## config.mk

```make
export PLATFORM = sky130hd
export DESIGN_NAME = sliding_window_receiver_ack
export DESIGN_NICKNAME = d
export VERILOG_FILES = /design/src/rtl/swr_pkg.sv /design/src/rtl/swr_mod_unit.sv /design/src/rtl/swr_front.sv /design/src/rtl/swr_fifo.sv /design/src/rtl/swr_back.sv /design/src/rtl/sliding_window_receiver_ack.sv
export SDC_FILE = /design/constraint.sdc
export NUM_CORES = 1
export LEC_CHECK = 0
export BUFFER_PORTS_ARGS = -buffer_cell sky130_fd_sc_hd__buf_2
export CAP_MARGIN = 20
export CORE_MARGIN = 8
export CORE_UTILIZATION = 60
export CTS_BUF_LIST = sky130_fd_sc_hd__clkbuf_8
export CTS_CLUSTER_SIZE = 10
export DETAILED_ROUTE_END_ITERATION = 12
export GPL_TIMING_DRIVEN = 1
export PLACE_DENSITY = 0.83
export SLEW_MARGIN = 20
export SYNTH_ARGS = -nofsm -noshare
export SYNTH_HDL_FRONTEND = slang
export SYNTH_SLANG_ARGS = --single-unit
```

## constraint.sdc

```tcl
create_clock -name clk_i -period 8.73 [get_ports clk_i]
set_clock_uncertainty 0.05 [all_clocks]
set_input_delay 1.3095 -clock clk_i [delete_from_list [all_inputs] [get_ports clk_i]]
set_output_delay 1.3095 -clock clk_i [all_outputs]
set_load 0.05 [all_outputs]
```

## src/rtl/swr_pkg.sv

```systemverilog
// Types and constants of the sliding window receiver
`timescale 1ns / 1ps

package swr_pkg;

  localparam int SEQ_W       = 8;
  localparam int LEN_W       = 11;
  localparam int WIN_W       = 6;
  localparam int CFG_W       = 11;
  localparam int MAX_RESULTS = 8;
  localparam int CNT_W       = $clog2(MAX_RESULTS + 1);
  localparam int FIFO_DEPTH  = 4;

  localparam logic [WIN_W-1:0] WIN_RST = WIN_W'(8);
  localparam logic [LEN_W-1:0] BLK_RST = LEN_W'(1024);

  typedef enum logic [0:0] {
    REG_WINDOW_SIZE = 1'b0,
    REG_BLOCK_SIZE  = 1'b1
  } cfg_reg_e;

  // One ACK run handed from the front end to the back end
  typedef struct packed {
    logic [SEQ_W-1:0] ack_seq;
    logic             oow;
    logic             endf;
    logic [CNT_W-1:0] count;
  } swr_cmd_t;

endpackage

```

## src/rtl/swr_mod_unit.sv

```systemverilog
// Shift-and-subtract remainder unit, one quotient bit per cycle
`timescale 1ns / 1ps

module swr_mod_unit import swr_pkg::*; #(
  parameter int SPACE_W = 8
) (
  input  logic               clk_i,
  input  logic               rst_ni,
  input  logic               start_i,
  input  logic [SEQ_W-1:0]   dividend_i,
  input  logic [SPACE_W-1:0] divisor_i,
  output logic               busy_o,
  output logic               done_o,
  output logic [SEQ_W-1:0]   rem_o
);

  localparam int STEP_W  = $clog2(SEQ_W);
  localparam int TRIAL_W = SEQ_W + SPACE_W;

  logic              busy_q, done_q;
  logic [STEP_W-1:0] step_q;
  logic [SEQ_W-1:0]  rem_q;
  logic [TRIAL_W-1:0] trial;
  logic               fits;

  always_comb begin
    trial = TRIAL_W'(divisor_i) << (STEP_W'(SEQ_W - 1) - step_q);
    fits  = TRIAL_W'(rem_q) >= trial;
  end

  always_ff @(posedge clk_i or negedge rst_ni) begin
    if (!rst_ni) begin
      busy_q <= 1'b0;
      done_q <= 1'b0;
      step_q <= '0;
    end else begin
      done_q <= 1'b0;
      if (start_i) begin
        busy_q <= 1'b1;
        step_q <= '0;
      end else if (busy_q) begin
        step_q <= step_q + 1'b1;
        if (step_q == STEP_W'(SEQ_W - 1)) begin
          busy_q <= 1'b0;
          done_q <= 1'b1;
        end
      end
    end
  end

  always_ff @(posedge clk_i) begin
    if (start_i) begin
      rem_q <= dividend_i;
    end else if (busy_q && fits) begin
      rem_q <= rem_q - trial[SEQ_W-1:0];
    end
  end

  assign busy_o = busy_q;
  assign done_o = done_q;
  assign rem_o  = rem_q;

endmodule

```

## src/rtl/swr_front.sv

```systemverilog
// Front end: config registers, window state and packet classification
`timescale 1ns / 1ps

module swr_front import swr_pkg::*; #(
  parameter int MAX_WINDOW    = 63,
  parameter int SEQ_RATIO     = 2,
  parameter int END_ACK_COUNT = 8
) (
  input  logic             clk_i,
  input  logic             rst_ni,
  input  logic             cfg_we_i,
  input  logic [0:0]       cfg_idx_i,
  input  logic [CFG_W-1:0] cfg_data_i,
  input  logic             push_i,
  output logic             full_o,
  input  logic [SEQ_W-1:0] seq_num_i,
  input  logic [LEN_W-1:0] payload_length_i,
  input  logic             q_full_i,
  output logic             q_push_o,
  output swr_cmd_t         q_cmd_o
);

  localparam int SPACE_W = $clog2(SEQ_RATIO * MAX_WINDOW + 1);
  localparam int SUM_W   = SPACE_W + 1;
  localparam int END_CNT = (END_ACK_COUNT > MAX_RESULTS) ? MAX_RESULTS : END_ACK_COUNT;
  localparam logic [WIN_W-1:0] RST_LAST =
    WIN_W'(((MAX_WINDOW < 8) ? MAX_WINDOW : 8) - 1);

  function automatic logic [WIN_W-1:0] eff_win(input logic [WIN_W-1:0] w);
    logic [WIN_W-1:0] r;
    r = w;
    if (w == '0) r = WIN_W'(1);
    if (w > WIN_W'(MAX_WINDOW)) r = WIN_W'(MAX_WINDOW);
    return r;
  endfunction

  logic [WIN_W-1:0]      win_q;
  logic [LEN_W-1:0]      blk_q;
  logic [SEQ_W-1:0]      base_q;
  logic [SPACE_W-1:0]    res_q;
  logic [MAX_WINDOW-1:0] map_q;
  logic [WIN_W-1:0]      last_q;
  logic                  end_q, fin_q;

  logic                  mod_start, mod_busy, mod_done;
  logic [SEQ_W-1:0]      mod_rem;

  logic [WIN_W-1:0]      ws, off, last_new, last_eff;
  logic [SPACE_W-1:0]    space, res_next;
  logic [SUM_W-1:0]      res_sum;
  logic [SEQ_W:0]        hi;
  logic                  oow, short_pkt, endf, complete, accept, work;
  logic [MAX_WINDOW-1:0] map_new;
  logic [SEQ_W-1:0]      ack_oow, ack_done;

  always_comb begin
    ws        = eff_win(win_q);
    space     = SPACE_W'(ws) * SPACE_W'(SEQ_RATIO);
    hi        = {1'b0, base_q} + (SEQ_W + 1)'(ws);
    oow       = (seq_num_i < base_q) || ({1'b0, seq_num_i} >= hi);
    off       = WIN_W'(seq_num_i - base_q);
    short_pkt = payload_length_i != blk_q;
    last_new  = short_pkt ? off : last_q;
    last_eff  = (last_new < ws) ? last_new : ws - 1'b1;
    endf      = end_q | short_pkt;
    complete  = 1'b1;
    for (int i = 0; i < MAX_WINDOW; i++) begin
      map_new[i] = map_q[i] | (off == WIN_W'(i));
      if (!(map_new[i] || (WIN_W'(i) > last_eff))) complete = 1'b0;
    end
    ack_done = base_q + SEQ_W'(last_eff);
    ack_oow  = (res_q == '0) ? SEQ_W'(space - 1'b1) : SEQ_W'(res_q - 1'b1);
    res_sum  = {1'b0, res_q} + SUM_W'(ws);
    res_next = (res_sum >= SUM_W'(space)) ? SPACE_W'(res_sum - SUM_W'(space))
                                          : SPACE_W'(res_sum);
  end

  // Hold the input while the queue is full or until the new base residue has landed in res_q
  assign full_o    = q_full_i | mod_busy | mod_done;
  assign accept    = push_i & ~full_o;
  assign work      = accept & ~fin_q;
  assign mod_start = cfg_we_i && (cfg_reg_e'(cfg_idx_i) == REG_WINDOW_SIZE);

  // Hand a run to the back end: one word for a stray packet or a completed window, a full run at end of file
  always_comb begin
    q_push_o = work & (oow | complete);
    if (oow) begin
      q_cmd_o = '{ack_seq: ack_oow, oow: 1'b1, endf: 1'b0, count: CNT_W'(1)};
    end else begin
      q_cmd_o = '{ack_seq: ack_done, oow: 1'b0, endf: endf,
                  count: endf ? CNT_W'(END_CNT) : CNT_W'(1)};
    end
  end

  always_ff @(posedge clk_i or negedge rst_ni) begin
    if (!rst_ni) begin
      win_q  <= WIN_RST;
      blk_q  <= BLK_RST;
      base_q <= '0;
      res_q  <= '0;
      map_q  <= '0;
      last_q <= RST_LAST;
      end_q  <= 1'b0;
      fin_q  <= 1'b0;
    end else begin
      if (cfg_we_i) begin
        unique case (cfg_reg_e'(cfg_idx_i))
          REG_WINDOW_SIZE: begin
            win_q <= cfg_data_i[WIN_W-1:0];
            if (!end_q) last_q <= eff_win(cfg_data_i[WIN_W-1:0]) - 1'b1;
          end
          REG_BLOCK_SIZE: blk_q <= cfg_data_i[LEN_W-1:0];
        endcase
      end
      if (mod_done) res_q <= mod_rem[SPACE_W-1:0];
      if (work && !oow) begin
        if (complete) begin
          base_q <= SEQ_W'(res_next);
          res_q  <= res_next;
          map_q  <= '0;
          last_q <= ws - 1'b1;
          if (endf) begin
            fin_q <= 1'b1;
            end_q <= 1'b0;
          end else begin
            end_q <= endf;
          end
        end else begin
          map_q  <= map_new;
          last_q <= last_new;
          end_q  <= endf;
        end
      end
    end
  end

  swr_mod_unit #(
    .SPACE_W (SPACE_W)
  ) u_mod (
    .clk_i      (clk_i),
    .rst_ni     (rst_ni),
    .start_i    (mod_start),
    .dividend_i (base_q),
    .divisor_i  (space),
    .busy_o     (mod_busy),
    .done_o     (mod_done),
    .rem_o      (mod_rem)
  );

endmodule

```

## src/rtl/swr_fifo.sv

```systemverilog
// Short command queue between front and back end
`timescale 1ns / 1ps

module swr_fifo import swr_pkg::*; (
  input  logic     clk_i,
  input  logic     rst_ni,
  input  logic     push_i,
  input  swr_cmd_t cmd_i,
  input  logic     pop_i,
  output logic     full_o,
  output logic     empty_o,
  output swr_cmd_t head_o
);

  localparam int PTR_W = $clog2(FIFO_DEPTH);
  localparam int CNT_W2 = $clog2(FIFO_DEPTH + 1);

  swr_cmd_t          mem_q [FIFO_DEPTH];
  logic [PTR_W-1:0]  wr_q, rd_q;
  logic [CNT_W2-1:0] cnt_q;
  logic              do_push, do_pop;

  assign full_o  = cnt_q == CNT_W2'(FIFO_DEPTH);
  assign empty_o = cnt_q == '0;
  assign do_push = push_i & ~full_o;
  assign do_pop  = pop_i & ~empty_o;
  assign head_o  = mem_q[rd_q];

  always_ff @(posedge clk_i or negedge rst_ni) begin
    if (!rst_ni) begin
      wr_q  <= '0;
      rd_q  <= '0;
      cnt_q <= '0;
    end else begin
      if (do_push) wr_q <= wr_q + 1'b1;
      if (do_pop)  rd_q <= rd_q + 1'b1;
      case ({do_push, do_pop})
        2'b10:   cnt_q <= cnt_q + 1'b1;
        2'b01:   cnt_q <= cnt_q - 1'b1;
        default: cnt_q <= cnt_q;
      endcase
    end
  end

  always_ff @(posedge clk_i) begin
    if (do_push) mem_q[wr_q] <= cmd_i;
  end

endmodule

```

## src/rtl/swr_back.sv

```systemverilog
// Back end: expand each run into ACK words behind an output register
`timescale 1ns / 1ps

module swr_back import swr_pkg::*; (
  input  logic             clk_i,
  input  logic             rst_ni,
  input  logic             q_empty_i,
  input  swr_cmd_t         q_head_i,
  output logic             q_pop_o,
  output logic             empty_o,
  input  logic             pop_i,
  output logic [SEQ_W-1:0] ack_seq_o,
  output logic             out_of_window_o,
  output logic             window_done_o,
  output logic             transfer_end_o,
  output logic             last_of_run_o
);

  logic             valid_q, oow_q, endf_q, last_q;
  logic [SEQ_W-1:0] ack_q;
  logic [CNT_W-1:0] rem_q;
  logic             advance, more;

  assign advance = ~valid_q | pop_i;
  assign more    = rem_q != '0;
  assign q_pop_o = advance & ~more & ~q_empty_i;

  always_ff @(posedge clk_i or negedge rst_ni) begin
    if (!rst_ni) begin
      valid_q <= 1'b0;
      rem_q   <= '0;
    end else if (advance) begin
      if (more) begin
        rem_q <= rem_q - 1'b1;
      end else if (!q_empty_i) begin
        valid_q <= 1'b1;
        rem_q   <= q_head_i.count - 1'b1;
      end else begin
        valid_q <= 1'b0;
      end
    end
  end

  always_ff @(posedge clk_i) begin
    if (advance) begin
      if (more) begin
        last_q <= rem_q == CNT_W'(1);
      end else if (!q_empty_i) begin
        ack_q  <= q_head_i.ack_seq;
        oow_q  <= q_head_i.oow;
        endf_q <= q_head_i.endf;
        last_q <= q_head_i.count == CNT_W'(1);
      end
    end
  end

  assign empty_o         = ~valid_q;
  assign ack_seq_o       = ack_q;
  assign out_of_window_o = oow_q;
  assign window_done_o   = ~oow_q;
  assign transfer_end_o  = endf_q;
  assign last_of_run_o   = last_q;

endmodule

```

## src/rtl/sliding_window_receiver_ack.sv

```systemverilog
// The first ACK word of a packet passes the command queue and the output register.
// Throughput: one packet per cycle while full is low; a completed end-of-file window yields
// END_ACK_COUNT words (at most 8), one per cycle while pop is held, from the back end while
// the front keeps taking packets. A window_size write recomputes the base residue in the
// shift-subtract unit; full stays high until it is stored. Reset is asynchronous, active
// low: window 8, block 1024, base 0, bitmap clear, queue and output register empty.
`timescale 1ns / 1ps

module sliding_window_receiver_ack import swr_pkg::*; #(
  parameter int MAX_WINDOW    = 63,
  parameter int SEQ_RATIO     = 2,
  parameter int END_ACK_COUNT = 8
) (
  input  logic             clk_i,
  input  logic             rst_ni,
  // configuration write port
  input  logic             cfg_we_i,
  input  logic [0:0]       cfg_idx_i,
  input  logic [CFG_W-1:0] cfg_data_i,
  // packet side
  input  logic             push,
  output logic             full,
  input  logic [SEQ_W-1:0] seq_num_i,
  input  logic [LEN_W-1:0] payload_length_i,
  // ACK side
  output logic             empty,
  input  logic             pop,
  output logic [SEQ_W-1:0] ack_seq_o,
  output logic             out_of_window_o,
  output logic             window_done_o,
  output logic             transfer_end_o,
  output logic             last_of_run_o
);

  // Command queue between the two halves: the front classifies a packet and
  // updates the window in the cycle it is taken, the back expands runs.
  swr_cmd_t push_cmd, head_cmd;
  logic     q_push, q_pop, q_full, q_empty;

  // Front: hold config, window base, bitmap and end flag; drop packets after the end
  swr_front #(
    .MAX_WINDOW    (MAX_WINDOW),
    .SEQ_RATIO     (SEQ_RATIO),
    .END_ACK_COUNT (END_ACK_COUNT)
  ) u_front (
    .clk_i            (clk_i),
    .rst_ni           (rst_ni),
    .cfg_we_i         (cfg_we_i),
    .cfg_idx_i        (cfg_idx_i),
    .cfg_data_i       (cfg_data_i),
    .push_i           (push),
    .full_o           (full),
    .seq_num_i        (seq_num_i),
    .payload_length_i (payload_length_i),
    .q_full_i         (q_full),
    .q_push_o         (q_push),
    .q_cmd_o          (push_cmd)
  );

  // Queue: absorb end-of-file runs so the front need not wait for the ACK side
  swr_fifo u_fifo (
    .clk_i   (clk_i),
    .rst_ni  (rst_ni),
    .push_i  (q_push),
    .cmd_i   (push_cmd),
    .pop_i   (q_pop),
    .full_o  (q_full),
    .empty_o (q_empty),
    .head_o  (head_cmd)
  );

  // Back: advance one ACK word per pop, keep the last word held while stalled
  swr_back u_back (
    .clk_i           (clk_i),
    .rst_ni          (rst_ni),
    .q_empty_i       (q_empty),
    .q_head_i        (head_cmd),
    .q_pop_o         (q_pop),
    .empty_o         (empty),
    .pop_i           (pop),
    .ack_seq_o       (ack_seq_o),
    .out_of_window_o (out_of_window_o),
    .window_done_o   (window_done_o),
    .transfer_end_o  (transfer_end_o),
    .last_of_run_o   (last_of_run_o)
  );

endmodule

```

* Yosys cells after proc, flatten, opt, wreduce, memory -nomap -nowiden
Memories as Yosys holds them, arrays and structs flattened.
Cells that the tools add are included.
** Operators by class
- Add/subtract/negate cells :: 18
- Magnitude comparators :: 70
- Eq/ne operators :: 72
- Shift-type cells :: 1
- Multiplexer cells :: 104
- Bitwise logic cells :: 83
- Reductions and logical operators :: 86
** Operators with widths (count)
- == test 6 bit, second input constant :: 31
- greater-than comparator 6 bit, first input constant :: 31
- == test 6 x 5 -> 1 bit, second input constant :: 16
- greater-than comparator 5 x 6 -> 1 bit, first input constant :: 16
- 2-to-1 mux 6 bit :: 14
- 2-to-1 mux 1 bit :: 75
- bitwise OR 1 bit :: 68
- logical OR 1 bit :: 64
- 2-to-1 mux 63 bit :: 1
- == test 6 x 4 -> 1 bit, second input constant :: 8
- greater-than comparator 4 x 6 -> 1 bit, first input constant :: 8
- 2-to-1 mux 7 bit :: 5
- adder 7 x 6 -> 8 bit :: 3
- == test 6 x 3 -> 1 bit, second input constant :: 4
- greater-than comparator 3 x 6 -> 1 bit, first input constant :: 4
- logical NOT 6 bit :: 3
- 2-to-1 mux 8 bit :: 2
- subtractor 7 x 1 -> 8 bit, second input constant :: 2
- >= comparator 8 x 15 -> 1 bit :: 1
- << shifter 7 x 3 -> 15 bit :: 1
- 2-to-1 mux 14 bit :: 1
- == test 6 x 2 -> 1 bit, second input constant :: 2
- greater-than comparator 1 x 6 -> 1 bit, first input constant :: 2
- greater-than comparator 2 x 6 -> 1 bit, first input constant :: 2
- other kinds (35) :: 70
** Storage, ports and cells
- Flip-flop bits (word level) :: 138
- RAM bits :: 56
- Bits of input ports :: 36
- Output and inout port bits :: 14
- Logic and storage cells :: 457
- Memories kept :: 1
** Memory list
- u_fifo.mem_q :: depth 4, width 14, rd ports 1, clocked after Yosys merged registers in 0, write ports 1, line swr_fifo.sv:18 : swr_cmd_t mem_q [FIFO_DEPTH];

* Longest topological paths before layout
- Depth after elaboration :: 75
- Depth in mapped cells :: 28
- Gate-level depth less buffers :: 28

* Hierarchy
Synthesis repeated with hierarchy kept, for this count alone.
** Second synthesis, totals
- Cells, all modules :: 1429
- Area, all modules :: 13580.5 µm²
** Modules (own cells, without submodules)
- swr_front :: instances 1, cells each 1139, area an instance 9216.3 µm², sequential area each 2558.7 µm²
- swr_fifo :: instances 1, cells each 110, area an instance 2481.1 µm², sequential area each 1856.8 µm²
- swr_mod_unit :: instances 1, cells each 123, area an instance 1139.8 µm², sequential area each 365.4 µm²
- swr_back :: instances 1, cells each 57, area an instance 743.2 µm², sequential area each 455.4 µm²

* Worst setup path before layout
Ideal clock, no wire load.
- Path kind :: input to register
- Start :: input port seq_num_i[2]
- End :: register u_fifo.cnt_q[1]
- Data arrival time :: 7.313 ns
- Required time :: 8.597 ns
- Path slack :: 1.284 ns
- Cell stages on the path :: 22
- Buffers on the path :: 0
- Path through :: ha_1 > or2_2 > o211ai_1 > a21oi_1 > o31ai_1 > ha_1 > a21o_1 > a31oi_1 > a22oi_1 > mux2i_2 > mux2i_4 > inv_2 > a41oi_1 > nor3_1 > a2111o_1 > or4_1 > nor4_4 > o21ai_1 > ha_1 > inv_1 > fa_1 > o21ai_0
** Between the ends
- Cells in the longest elaborated chain, start to end :: 74
** RTL lines
- start: declaration :: line sliding_window_receiver_ack.sv:23 : input logic [SEQ_W-1:0] seq_num_i,
- subtractor 6 bit :: line swr_front.sv:61 : off = WIN_W'(seq_num_i - base_q);
- 2-to-1 mux 6 bit :: line swr_front.sv:63 : last_new = short_pkt ? off : last_q;
- less-than comparator 6 bit :: line swr_front.sv:64 : last_eff = (last_new < ws) ? last_new : ws - 1'b1;
- 2-to-1 mux 6 bit :: line swr_front.sv:64
- greater-than comparator 1 x 6 -> 1 bit :: line swr_front.sv:69 : if (!(map_new[i] || (WIN_W'(i) > last_eff))) complete = 1'b0;
- logical OR 1 bit :: line swr_front.sv:69
- 2-to-1 mux 1 bit (63 in a row) :: line swr_front.sv:69
- bitwise OR 1 bit * :: line swr_front.sv:86 : q_push_o = work & (oow | complete);
- bitwise AND 1 bit * :: line swr_front.sv:86
- bitwise AND 1 bit * :: line swr_fifo.sv:25 : assign do_push = push_i & ~full_o;
- == test 2 x 1 -> 1 bit / == test 2 bit (equally long branches) :: line swr_fifo.sv:37 : case ({do_push, do_pop})
- one-hot mux 3 bit (2 select lines) / nonzero test 2 bit (equally long branches)
- end signal: assignment :: line swr_fifo.sv:38 : 2'b10: cnt_q <= cnt_q + 1'b1;
- end signal: assignment :: line swr_fifo.sv:39 : 2'b01: cnt_q <= cnt_q - 1'b1;
- end signal: assignment :: line swr_fifo.sv:40 : default: cnt_q <= cnt_q;
- end: declaration :: line swr_fifo.sv:20 : logic [CNT_W2-1:0] cnt_q;
Mark *: on every way between the ends. The rest lies on a longest branch, timed or not.
A chain may end at the register's enable or synchronous reset.

* Worst setup path in the final report
- Start :: input port seq_num_i[0]
- End :: register u_fifo.cnt_q[2]
Same word-level chain as after synthesis.

==> impl_results.md <==
- Starting density of the core: 61.1%
- First-pass GRT wire length: 58.8 mm
- Slowest CP cell: or4_1
- Top cells by area, synth: dfrtp_1 24%, edfxtp_1 16%, a21oi_1 7.7%
- Antenna Nets Post-Route: 0
- Critical path's top delay family: simple AND/OR/NAND/NOR gates
- Mapped Area: 0.0119 sq mm
- Distinct cells, synth: 82
- Worst-case clock buffer depth: 2
- Num CTS Buffers: 17
- Die W: 157 um
- Min Clock Period, post-route: 7820 ps
- CP Max Fanout: 9
- Port buffer count: 49
- Hold Vio Cnt, Final: 0
- First-pass DRT Iterations: 6
- Share of layout cells above drive strength 1: 14.3%
- Fillcell total: 1576
- Vias: 10551
- EDFF count, synth: 63
- Worst hold margin: 444 ps
- DRC: 0
- Slowest Stage Delay on Critical Path: 580 ps
- Endpoints failing setup: 0
- Skew-Pair Late Insertion Delay: 510 ps
- Post CTS Setup Buffer Count: 0
- Gate Count Post-Synth: 1269
- FF+latch count, synth: 182
- Setup TNS: 0 ps
- Worst slew margin: 28.7%
- Crit end category: flip-flop
- Yosys warnings: 0
- Reg clk slew, reported paths: 110 ps
- Final Cycle Share: 89.5%
- Required time worst endpoint: 9080 ps
- Wire per inst: 23.2 um
- Status: completed
- Pin count of the biggest net entering global routing: 64
- Rows: 51
- Die height: 157 um
- Antenna violations before repair: 0
- Yosys top cell area share: 24.0%
- CTS tree: built
- Syn Nets: 1377
- Routed WL: 37.3 mm
- H-Tree Depth: 4
- Core area: 0.0195 sq mm
- Gpl congestion: 1.00
- Slew of the pin with the lowest slew margin: 1060 ps
- Worst VDD drop: 168 uV
- Final net count: 1437
- Setup CP Type: in -> reg
- CP arrival: 8160 ps
- Pwr per Cell Area: 273 mW/mm^2
- CTS Root Cell: clkbuf_8
- I/O pins: 50
- Syn Area/Cell: 9.37 sq um
- Post-DP HPWL: 27.6 mm
- RSZ-0062 raised after global routing: false
- WP buf/inv: 6
- All-layer global routing usage: 31.2%
- Max cap viols: 0
- Largest area contributor in the netlist: dfrtp_1
- Vias/cell: 6.57
- CTS resizes: 0
- Hold Path Class: reg -> reg
- Starting DRT DRC Count: 1115
- Sinks on the clock net: 182
- Top_reg_cell synth: dfrtp_1
- Async set-reset flop share out of synthesis: 65.4%
- Leakage: 5.68 nW
- Area growth syn-to-layout: 10.0%
- Vias in the first global route: 10320
- Register area share after synthesis: 41.0%
- Slew Viols, Final: 0
- Post-CTS Hold Fix Bufs: 0
- Die ar.: 0.0246 sq mm
- Antenna Cells: 0
- Total grt overflow: 0
- Worst setup SP type: input port
- Highest Clock Rate: 128 MHz
## cell families (layout without fill, tap and decap cells)
logic type      Yosys count  count (layout)  share of synthesized area [%]
fa+ha+maj                73              73                           8.04
buf+inv                 128             201                           4.47
xor+xnor                 57              57                           4.20
simple gates            347             347                           13.7
compound gates          419             419                           21.7
flops                   182             182                           41.0
mux                      63              63                           6.84
## state kept, by name, summed over array words and instances (netlist names), 2 cells and up
name and cells:
u_back.rem_q 4, u_back.ack_seq_o 8, u_fifo.cnt_q 3, u_fifo.mem_q 44, u_front.map_q 63, u_front.res_q 7
u_front.u_mod.rem_o 8, u_front.base_q 7, u_front.u_mod.step_q 3, u_fifo.rd_q 2, u_front.win_q 6, u_fifo.wr_q 2
u_front.blk_q 11, u_front.last_q 6
## area by class of cell
class	count	area, sq um	share of cell area, %
Clock buffer	17	234	1.79
Clock inverter	15	220	1.68
Inverter	67	251	1.92
Multi-Input combinational cell	959	6500	49.7
Sequential cell	182	4880	37.3
Tap cell	265	332	2.53
Timing Repair Buffer	102	667	5.10
## metal layers
layer | wire length (um) | GRT usage [%]
met5 | 0 | 0
met4 | 1430 | 12.7
met3 | 2920 | 5.76
met2 | 17700 | 51.4
met1 | 15300 | 39.9
## power by group
part           switching [mW]  leakage [nW]  internal [mW]
logic                    1.01          3.34          0.668
registers               0.188          2.12           1.06
clock network           0.410         0.223          0.237
total                    1.60          5.68           1.97
## metrics by stage
| stage | utilization, % | area [sq um] | setup slack [ps] | cells | total power [mW] |
|---|---|---|---|---|---|
| CTS | 67.2 | 13100 | 1060 | 1607 | 3.54 |
| finish | 67.2 | 13100 | 914 | 1607 | 3.57 |
| floorplan | - | 11900 | 1280 | 1269 | 2.39 |
| detailed placement | 64.9 | 12600 | 561 | 1575 | 2.89 |
| global route | 67.2 | 13100 | 477 | 1607 | 3.78 |
| global placement | 64.8 | 12600 | 760 | 1574 | 2.84 |
## layout by cell type (no fill, tap or decap), types with 6 or more instances in the layout
cell	instances
a31oi_1	10
mux2_2	20
nand4_1	10
nand2b_1	10
nor2b_1	7
nor3_1	34
mux2i_1	28
mux4_2	11
o211ai_1	19
clkbuf_8	17
ha_1	66
buf_2	48
nand2_1	80
nor4_1	7
xnor2_1	28
edfxtp_1	63
o22ai_1	13
o21bai_1	9
fa_1	6
a211oi_1	9
buf_4	51
o31ai_1	12
inv_1	65
and3_1	14
dfrtp_1	114
xor2_1	28
a21o_1	34
o21ai_0	65
a21oi_1	184
nand3_1	22
nor2_1	131
o221ai_1	6
## synth_stat cells (4+ instances only)
master     number
edfxtp_1       63
nand4_1        10
dfstp_2         5
nor3_1         34
o211ai_1       19
ha_1           66
buf_2           5
and2_1          6
buf_6           4
or3_1           4
mux2i_1        29
o31ai_1        12
o2111ai_1       4
fa_1            6
o22ai_1        13
nor2_1        131
nor2b_1         7
o221ai_1        6
nand2b_1       10
and3_1         14
mux2_2         20
a22oi_1         4
or2_2           4
xor2_1         29
nor4_1          7
nand2_1        80
o21ai_1         4
a211oi_1        9
clkbuf_1       46
xnor2_1        28
inv_1          65
o21ai_0        65
dfrtp_1       114
a221oi_1        5
mux4_2         11
a21oi_1       184
nand3_1        22
o21bai_1        9
a31oi_1        10
a21o_1         34
buf_4           4
## worst reg2reg max path: stages, from the launching register on
cell and delay (ps):
dfrtp_1 560, inv_1 190, fa_1 530, a211o_1 360, and3_1 200, nor2_1 420
mux2_2 330, ha_1 290, and4_1 240, o21ai_1 260, a22oi_1 230, mux2i_2 510
buf_4 270, mux2i_4 250, inv_2 110, a41oi_1 160, nor3_1 80, a2111o_1 330
or4_1 580, nor4_4 240, o21ai_1 130, ha_1 260, inv_1 80, fa_1 180
xor2_1 80, nor2_1 170, xor2_1 240
## worst paths after layout
kind	start	to	slack (ps)	cells past startpoint
worst max-delay path	seq_num_i[0]	u_fifo.cnt_q[2]	910	29
worst min-delay path	u_back.valid_q	u_back.valid_q	440	2
worst max register to register	u_front.base_q[1]	u_fifo.cnt_q[2]	1320	26
worst min register to register	u_back.valid_q	u_back.valid_q	440	2
max in group asynchronous	rst_ni	u_front.map_q[36]	6540	2
min in group asynchronous	rst_ni	u_front.u_mod.step_q[2]	810	1
Note: power is estimated with default switching activity, not from simulation.
